==> config.mk <==
export PLATFORM = sky130hd
export DESIGN_NAME = dial_prefix_longest_match_table_unit
export DESIGN_NICKNAME = d
export VERILOG_FILES = /design/src/rtl/core/dplm_pkg.sv /design/src/rtl/core/dial_prefix_longest_match_table_unit.sv /design/src/rtl/core/dplm_table_ram.sv
export SDC_FILE = /design/constraint.sdc
export NUM_CORES = 2
export LEC_CHECK = 0
export BUFFER_PORTS_ARGS = -buffer_cell sky130_fd_sc_hd__buf_2
export CAP_MARGIN = 10
export CORE_ASPECT_RATIO = 1.25
export CORE_MARGIN = 4
export CORE_UTILIZATION = 63
export DETAILED_ROUTE_END_ITERATION = 8
export PLACE_DENSITY = 0.79
export SLEW_MARGIN = 40
export SYNTH_ARGS = -nofsm -noshare
export SYNTH_HDL_FRONTEND = slang
export SYNTH_SLANG_ARGS = --single-unit
==> constraint.sdc <==
create_clock -name clk -period 6 [get_ports clk]
set_input_delay 0.9 -clock clk [delete_from_list [all_inputs] [get_ports clk]]
set_output_delay 0.9 -clock clk [all_outputs]
set_load 0.05 [all_outputs]
==> src/rtl/core/dplm_pkg.sv <==
package dplm_pkg;

    localparam int TABLE_ENTRIES_DEF = 64;
    localparam int MAX_PREFIX        = 4;
    localparam int KEY_CHARS         = 4;
    localparam int KEY_W             = 8 * KEY_CHARS;
    localparam int LEN_W             = 3;
    localparam int LOCALE_W          = 16;
    localparam int SPLIT_TOP         = (MAX_PREFIX < KEY_CHARS) ? MAX_PREFIX : KEY_CHARS;

    localparam logic [1:0] OP_INSERT = 2'd0;
    localparam logic [1:0] OP_SPLIT  = 2'd1;
    localparam logic [1:0] OP_QUERY  = 2'd2;

    typedef enum logic [1:0] {
        ST_OK        = 2'd0,
        ST_DUP       = 2'd1,
        ST_NOT_FOUND = 2'd2,
        ST_FULL      = 2'd3
    } status_t;

    typedef enum logic [1:0] {
        S_IDLE,
        S_SCAN,
        S_FIN
    } state_t;

    typedef struct packed {
        logic [KEY_W-1:0]    key;
        logic [LEN_W-1:0]    len;
        logic [LOCALE_W-1:0] locale;
    } entry_t;

    // Keeps the first n characters (top bytes) of a key.
    function automatic logic [KEY_W-1:0] char_mask(input logic [LEN_W-1:0] n);
        logic [KEY_W-1:0] m;
        m = '0;
        for (int b = 0; b < KEY_CHARS; b++)
        begin
            if (b < int'(n))
            begin
                m[KEY_W-1-8*b -: 8] = 8'hFF;
            end
        end
        return m;
    endfunction

endpackage

==> src/rtl/core/dial_prefix_longest_match_table_unit.sv <==
// A request is answered after a scan over the stored entries (at most TABLE_ENTRIES);
// no new request is taken until its response is registered. The pace is set by the single
// read port of the table memory, which is scanned one entry per cycle.
// Reset: the table is empty after reset (fill count cleared); no clearing pass is needed.
// A response may wait on m_tready in its output register while the next scan runs.
module dial_prefix_longest_match_table_unit #(
    parameter int TABLE_ENTRIES = dplm_pkg::TABLE_ENTRIES_DEF
) (
    input  logic        clk,
    input  logic        rst_n,
    input  logic        s_tvalid,
    output logic        s_tready,
    input  logic [55:0] s_tdata,   // key_chars[31:0], key_length[34:32], locale_code[50:35]
    input  logic [1:0]  s_tuser,   // operation[1:0]
    output logic        m_tvalid,
    input  logic        m_tready,
    output logic [7:0]  m_tdata,   // prefix_length[2:0], national[3]
    output logic [1:0]  m_tuser    // status[1:0]
);

    localparam int AW = $clog2(TABLE_ENTRIES);
    localparam int CW = $clog2(TABLE_ENTRIES + 1);
    localparam int KW = dplm_pkg::KEY_W;
    localparam int LW = dplm_pkg::LEN_W;

    dplm_pkg::state_t  state_reg, state_next;

    logic [1:0]        op_reg;
    logic [KW-1:0]     key_reg;
    logic [KW-1:0]     qkey_reg;
    logic [LW-1:0]     len_reg;
    logic [LW-1:0]     lim_reg;
    logic [15:0]       locale_reg;
    logic [CW-1:0]     count_reg;
    logic [CW-1:0]     addr_reg;
    logic              cmp_valid_reg;
    logic              found_reg;
    logic [LW-1:0]     best_reg;
    logic              natz_reg;

    logic              out_valid_reg;
    dplm_pkg::status_t out_status_reg;
    logic [LW-1:0]     out_plen_reg;
    logic              out_nat_reg;

    logic              accept;
    logic              scan_done;
    logic              issue;
    logic              fin_go;
    logic              wr_en;
    dplm_pkg::status_t res_status;
    logic [LW-1:0]     res_plen;
    logic              res_nat;

    logic [LW-1:0]     in_len;
    logic [LW-1:0]     in_len_sat;
    logic [LW-1:0]     in_lim;

    dplm_pkg::entry_t  wr_data;
    dplm_pkg::entry_t  rd_data;
    logic              hit_exact;
    logic              hit_split;

    dplm_table_ram #(
        .DEPTH (TABLE_ENTRIES),
        .AW    (AW)
    ) u_ram (
        .clk     (clk),
        .wr_en   (wr_en),
        .wr_addr (count_reg[AW-1:0]),
        .wr_data (wr_data),
        .rd_en   (issue),
        .rd_addr (addr_reg[AW-1:0]),
        .rd_data (rd_data)
    );

    assign in_len     = s_tdata[34:32];
    assign in_len_sat = (in_len > LW'(dplm_pkg::KEY_CHARS)) ? LW'(dplm_pkg::KEY_CHARS) : in_len;
    assign in_lim     = (in_len_sat < LW'(dplm_pkg::SPLIT_TOP)) ? in_len_sat
                                                                : LW'(dplm_pkg::SPLIT_TOP);

    assign accept    = s_tvalid && s_tready;
    assign scan_done = (addr_reg == count_reg);

    assign wr_data.key    = qkey_reg;
    assign wr_data.len    = len_reg;
    assign wr_data.locale = locale_reg;

    // exact key for insert/query; for split, any stored prefix of the number up to the limit,
    // the empty prefix only when the number is empty
    assign hit_exact = (rd_data.len == len_reg) && (rd_data.key == qkey_reg);
    assign hit_split = ((rd_data.len != '0) || (lim_reg == '0)) && (rd_data.len <= lim_reg)
                       && (rd_data.key == (key_reg & dplm_pkg::char_mask(rd_data.len)));

    always_comb
    begin
        state_next = state_reg;
        unique case (state_reg)
            dplm_pkg::S_IDLE:
            begin
                if (accept)
                begin
                    state_next = dplm_pkg::S_SCAN;
                end
            end
            dplm_pkg::S_SCAN:
            begin
                if (scan_done)
                begin
                    state_next = dplm_pkg::S_FIN;
                end
            end
            dplm_pkg::S_FIN:
            begin
                if (!out_valid_reg || m_tready)
                begin
                    state_next = dplm_pkg::S_IDLE;
                end
            end
            default:
            begin
                state_next = dplm_pkg::S_IDLE;
            end
        endcase
    end

    always_comb
    begin
        s_tready   = 1'b0;
        issue      = 1'b0;
        fin_go     = 1'b0;
        wr_en      = 1'b0;
        res_status = dplm_pkg::ST_NOT_FOUND;
        res_plen   = '0;
        res_nat    = 1'b0;
        unique case (state_reg)
            dplm_pkg::S_IDLE:
            begin
                s_tready = 1'b1;
            end
            dplm_pkg::S_SCAN:
            begin
                issue = !scan_done;
            end
            dplm_pkg::S_FIN:
            begin
                fin_go = !out_valid_reg || m_tready;
            end
            default:
            begin
                s_tready = 1'b0;
            end
        endcase

        case (op_reg)
            dplm_pkg::OP_INSERT:
            begin
                if (found_reg)
                begin
                    res_status = dplm_pkg::ST_DUP;
                end
                else if (count_reg < CW'(TABLE_ENTRIES))
                begin
                    res_status = dplm_pkg::ST_OK;
                    wr_en      = fin_go;
                end
                else
                begin
                    res_status = dplm_pkg::ST_FULL;
                end
            end
            dplm_pkg::OP_SPLIT:
            begin
                if (found_reg)
                begin
                    res_status = dplm_pkg::ST_OK;
                    res_plen   = best_reg;
                end
            end
            dplm_pkg::OP_QUERY:
            begin
                if (found_reg)
                begin
                    res_status = dplm_pkg::ST_OK;
                    res_nat    = natz_reg;
                end
                else
                begin
                    res_nat = 1'b1;
                end
            end
            default:
            begin
                res_status = dplm_pkg::ST_NOT_FOUND;
            end
        endcase
    end

    always_ff @(posedge clk or negedge rst_n)
    begin
        if (!rst_n)
        begin
            state_reg     <= dplm_pkg::S_IDLE;
            count_reg     <= '0;
            addr_reg      <= '0;
            cmp_valid_reg <= 1'b0;
            found_reg     <= 1'b0;
            out_valid_reg <= 1'b0;
        end
        else
        begin
            state_reg     <= state_next;
            cmp_valid_reg <= issue;
            if (accept)
            begin
                addr_reg  <= '0;
                found_reg <= 1'b0;
            end
            if (issue)
            begin
                addr_reg <= addr_reg + CW'(1);
            end
            if (cmp_valid_reg)
            begin
                if (op_reg == dplm_pkg::OP_SPLIT)
                begin
                    if (hit_split)
                    begin
                        found_reg <= 1'b1;
                    end
                end
                else if (hit_exact)
                begin
                    found_reg <= 1'b1;
                end
            end
            if (wr_en)
            begin
                count_reg <= count_reg + CW'(1);
            end
            if (fin_go)
            begin
                out_valid_reg <= 1'b1;
            end
            else if (m_tready)
            begin
                out_valid_reg <= 1'b0;
            end
        end
    end

    always_ff @(posedge clk)
    begin
        if (accept)
        begin
            op_reg     <= s_tuser;
            key_reg    <= s_tdata[31:0];
            qkey_reg   <= s_tdata[31:0] & dplm_pkg::char_mask(in_len_sat);
            len_reg    <= in_len_sat;
            lim_reg    <= in_lim;
            locale_reg <= s_tdata[50:35];
            best_reg   <= '0;
            natz_reg   <= 1'b0;
        end
        if (cmp_valid_reg)
        begin
            if (op_reg == dplm_pkg::OP_SPLIT)
            begin
                if (hit_split && (rd_data.len > best_reg))
                begin
                    best_reg <= rd_data.len;
                end
            end
            else if (hit_exact)
            begin
                natz_reg <= (rd_data.locale == '0);
            end
        end
        if (fin_go)
        begin
            out_status_reg <= res_status;
            out_plen_reg   <= res_plen;
            out_nat_reg    <= res_nat;
        end
    end

    assign m_tvalid = out_valid_reg;
    assign m_tdata  = {4'b0000, out_nat_reg, out_plen_reg};
    assign m_tuser  = out_status_reg;

endmodule

==> src/rtl/core/dplm_table_ram.sv <==
module dplm_table_ram #(
    parameter int DEPTH = dplm_pkg::TABLE_ENTRIES_DEF,
    parameter int AW    = $clog2(DEPTH)
) (
    input  logic              clk,
    input  logic              wr_en,
    input  logic [AW-1:0]     wr_addr,
    input  dplm_pkg::entry_t  wr_data,
    input  logic              rd_en,
    input  logic [AW-1:0]     rd_addr,
    output dplm_pkg::entry_t  rd_data
);

    dplm_pkg::entry_t mem [DEPTH];

    always_ff @(posedge clk)
    begin
        if (wr_en)
        begin
            mem[wr_addr] <= wr_data;
        end
    end

    always_ff @(posedge clk)
    begin
        if (rd_en)
        begin
            rd_data <= mem[rd_addr];
        end
    end

endmodule

==> results.yml <==
run_status:
  status: "complete, but fails checks"
  violations: "DRC"
power:
  internal-power_mw: 44.3
  p_sw_mw: 16.3
  switching_share_pct: 26.9
  p_clk_share_pct: 33.1
  p_leak_nw: 44.4
  p_total_mw: 60.6
  p_seq_share_pct: 46.8
  power.density_nw_per_um2: 413
  p_comb_share_pct: 20.1
  vdd_ir_drop_max_v: 0.000379
clock_tree:
  ctsResizeCount: 0
  cts_tree: "yes"
  cts_sinks: 3432
  hold_buffers: 1
  cts_buffer_depth: 4
  clock_latency_ns: 0.96
  clk_pin_slew_ns: 0.07
  root_buffer: "clkbuf_16"
  post_cts_buffers: 0
  htree_levels: 5
  numCtsBuffers: 321
die:
  num_rows: 186
  die_area_um2: 215000
  die_h_um: 518
  coreArea_um2: 206000
  die_width_um: 416
  initial_core_util_pct: 63.6
  num_io_pins: 74
timing:
  fin_setup_tns_ns: 0
  hold_violations: 0
  worst_slew_pin_slew_ns: 1.03
  fmax_mhz: 217
  fin_crit_sh_pct: 76.6
  timing.slew.headroom_pct: 31.3
  fin_crit_ns: 4.60
  rsz0062_at_grt: "false"
  fin_skew_ns: 0.0627
  slew_violations: 0
  setup_violations: 0
setup_path:
  cp.required_ns: 6.61
  critPathLaunch: "state_reg[0]"
  r2r-start: "state_reg[0]"
  rrSetupSlack_ns: 1.40
  cp-end-kind: "register"
  crit_path_end: "u_ram.mem[24][44]"
  critPathMaxFanout: 16
  r2r_cells: 7
  critPathKind: "reg2reg"
  r2r_end: "u_ram.mem[24][44]"
  critPathLaunchType: "register"
  cp.arrival_ns: 5.21
finish:
  post-route-util_pct: 71.3
  top_register: "u_ram.mem"
  top_regs: "u_ram.mem (3264), u_ram.rd_data (51)"
  fillers: 10699
  largest_register_ffs: 3264
  syn2layout_area_growth_pct: 12.1
  drive_above_1_share_pct: 31.7
  nNetsFinal: 5738
detailed_routing:
  dr.pass1.iters: 9
  vias: 65823
  ant_nets: 0
  totalWireLength_um: 375000
  first_iter_violations: 12375
  wire_per_inst_um: 43.5
  vias_per_cell: 7.63
  drc_errors: 134
placement:
  routabilityCongestion: 0.875
  post-dp-hpwl_um: 179000
  port_buffers: 64
yosys:
  ys_async_sr_fraction_pct: 0.554
  synth_flop_cell: "edfxtp_1"
  synth_cells: 5311
  synth_area_per_cell_um2: 24.7
  synth_edf_count: 3409
  yosysWarnings: 0
  syn_area_um2: 131000
  synth_cell_types: 60
  synth-seq-cells: 3432
  yosysSeqAreaShare_pct: 78.5
worst_hold_path:
  hold_path.class: "in2reg"
global_routing:
  grt_usage_pct: 35.1
  grt_pass1_vias: 66944
  grt_pass1_wl_um: 524000
  grt_max_degree: 107
  antenna_found_initial: 17
  gr-total-overflow: 0
job:
  maxCapViolCount: 0
## layout by cell type, fill, tap and decap left out, drive strengths merged, types with 43 or more instances in the layout
cell type / netlist / final
edfxtp: 3409 / 3409
mux4: 1031 / 1031
clkbuf: 122 / 383
buf: 155 / 303
clkinv: 0 / 127
nor2: 95 / 95
nor2b: 82 / 82
a21oi: 47 / 47
xnor2: 43 / 43
## power by group through the flow
stage / clock [mW] / combinational [mW] / sequential [mW]
global route: 21.2 / 12.7 / 28.3
floorplan: 0 / 7.65 / 29.2
detailed placement: 0 / 11.5 / 28.8
global placement: 0 / 11.2 / 28.8
CTS: 20.1 / 12.0 / 28.3
finish: 20.1 / 12.2 / 28.4
## final cells by class
type / count / area (um^2) / area share, %
Antenna cell: 9 / 22.5 / 0.0153
Clock buffer: 383 / 8450 / 5.75
Clock inverter: 168 / 1500 / 1.02
Inverter: 28 / 115 / 0.0783
Multi-Input combinational cell: 1577 / 27300 / 18.6
Sequential cell: 3432 / 103000 / 70.1
Tap cell: 2726 / 3410 / 2.32
Timing Repair Buffer: 304 / 3170 / 2.16
## Yosys cell counts, types with 3 or more instances
library cell / number / share of area (%)
and3_1: 7 / 0.033
nor2b_1: 82 / 0.39
o32ai_1: 7 / 0.047
a2111oi_0: 4 / 0.027
buf_2: 108 / 0.41
o21ai_0: 16 / 0.061
nand3_1: 18 / 0.069
dfrtp_1: 19 / 0.36
mux4_2: 1031 / 18
nand2_1: 26 / 0.074
o22ai_1: 5 / 0.024
a221oi_1: 3 / 0.020
buf_1: 30 / 0.086
nand4_1: 12 / 0.057
a211oi_1: 42 / 0.24
xnor2_1: 43 / 0.29
nor4bb_1: 7 / 0.053
edfxtp_1: 3409 / 78
nor4_1: 6 / 0.029
a31oi_1: 8 / 0.038
and2_1: 10 / 0.048
ha_1: 12 / 0.11
inv_1: 28 / 0.080
nor2_1: 95 / 0.27
dfxtp_1: 4 / 0.061
nor3_1: 4 / 0.015
mux2i_1: 42 / 0.32
buf_4: 16 / 0.092
xor2_1: 6 / 0.040
nand2b_1: 5 / 0.024
a21oi_1: 47 / 0.18
or3_1: 3 / 0.014
clkbuf_1: 122 / 0.35
## through the flow
| stage | cells | cell area (um^2) | hold slack [ns] | worst slack (ns) |
|---|---|---|---|---|
| floorplan | 5314 | 131000 | 0.435 | 0.990 |
| global placement | 8049 | 137000 | 0.510 | 1.24 |
| detailed placement | 8056 | 137000 | 0.515 | 1.32 |
| CTS | 8608 | 147000 | 0.0605 | 1.50 |
| global route | 8622 | 147000 | 0.0790 | 1.31 |
| finish | 8627 | 147000 | 0.114 | 1.40 |
## critical path: stages, from the launching register on
cell and delay (ns):
dfrtp_1 0.42, nand2b_1 0.31, nor2b_1 0.54, and3_1 0.61, nor2b_1 0.39, nand2_1 0.57, nor2_4 0.91, buf_4 0.46
## kinds of logic (layout without fill, tap and decap cells)
| logic type | Yosys count | count (layout) | share of synthesized area, % |
|---|---|---|---|
| flops | 3432 | 3432 | 78.5 |
| mux | 1076 | 1076 | 18.1 |
| buf+inv | 305 | 883 | 1.03 |
| simple gates | 286 | 286 | 1.16 |
| compound gates | 150 | 150 | 0.758 |
| xor+xnor | 49 | 49 | 0.327 |
| fa+ha+maj | 12 | 12 | 0.115 |
| other cells | 1 | 13 | 0.00286 |
## worst min path at each step
stage / slack (ns) / to / startpoint / depth (start not counted)
4_1_cts: 0.06 / locale_reg[2] / s_tdata[37] / 1
3_5_place_dp: 0.52 / m_tvalid / m_tvalid / 2
6_report: 0.11 / locale_reg[7] / s_tdata[42] / 1
5_1_grt: 0.08 / locale_reg[4] / s_tdata[39] / 1
3_3_place_gp: 0.51 / m_tvalid / m_tvalid / 2
2_1_floorplan: 0.43 / natz_reg / natz_reg / 2
## routing by layer
metal,part of all wire [%],vias to the layer above,track usage (%),routed length (um)
met3,13,1488,9.49,48100
met5,0.060,-,0,226
met1,30,34053,44.4,114000
met4,7.2,14,20.0,27000
li1,-,23628,-,-
met2,49,6640,56.0,186000
No activity file was read; power rests on OpenSTA's default activity.
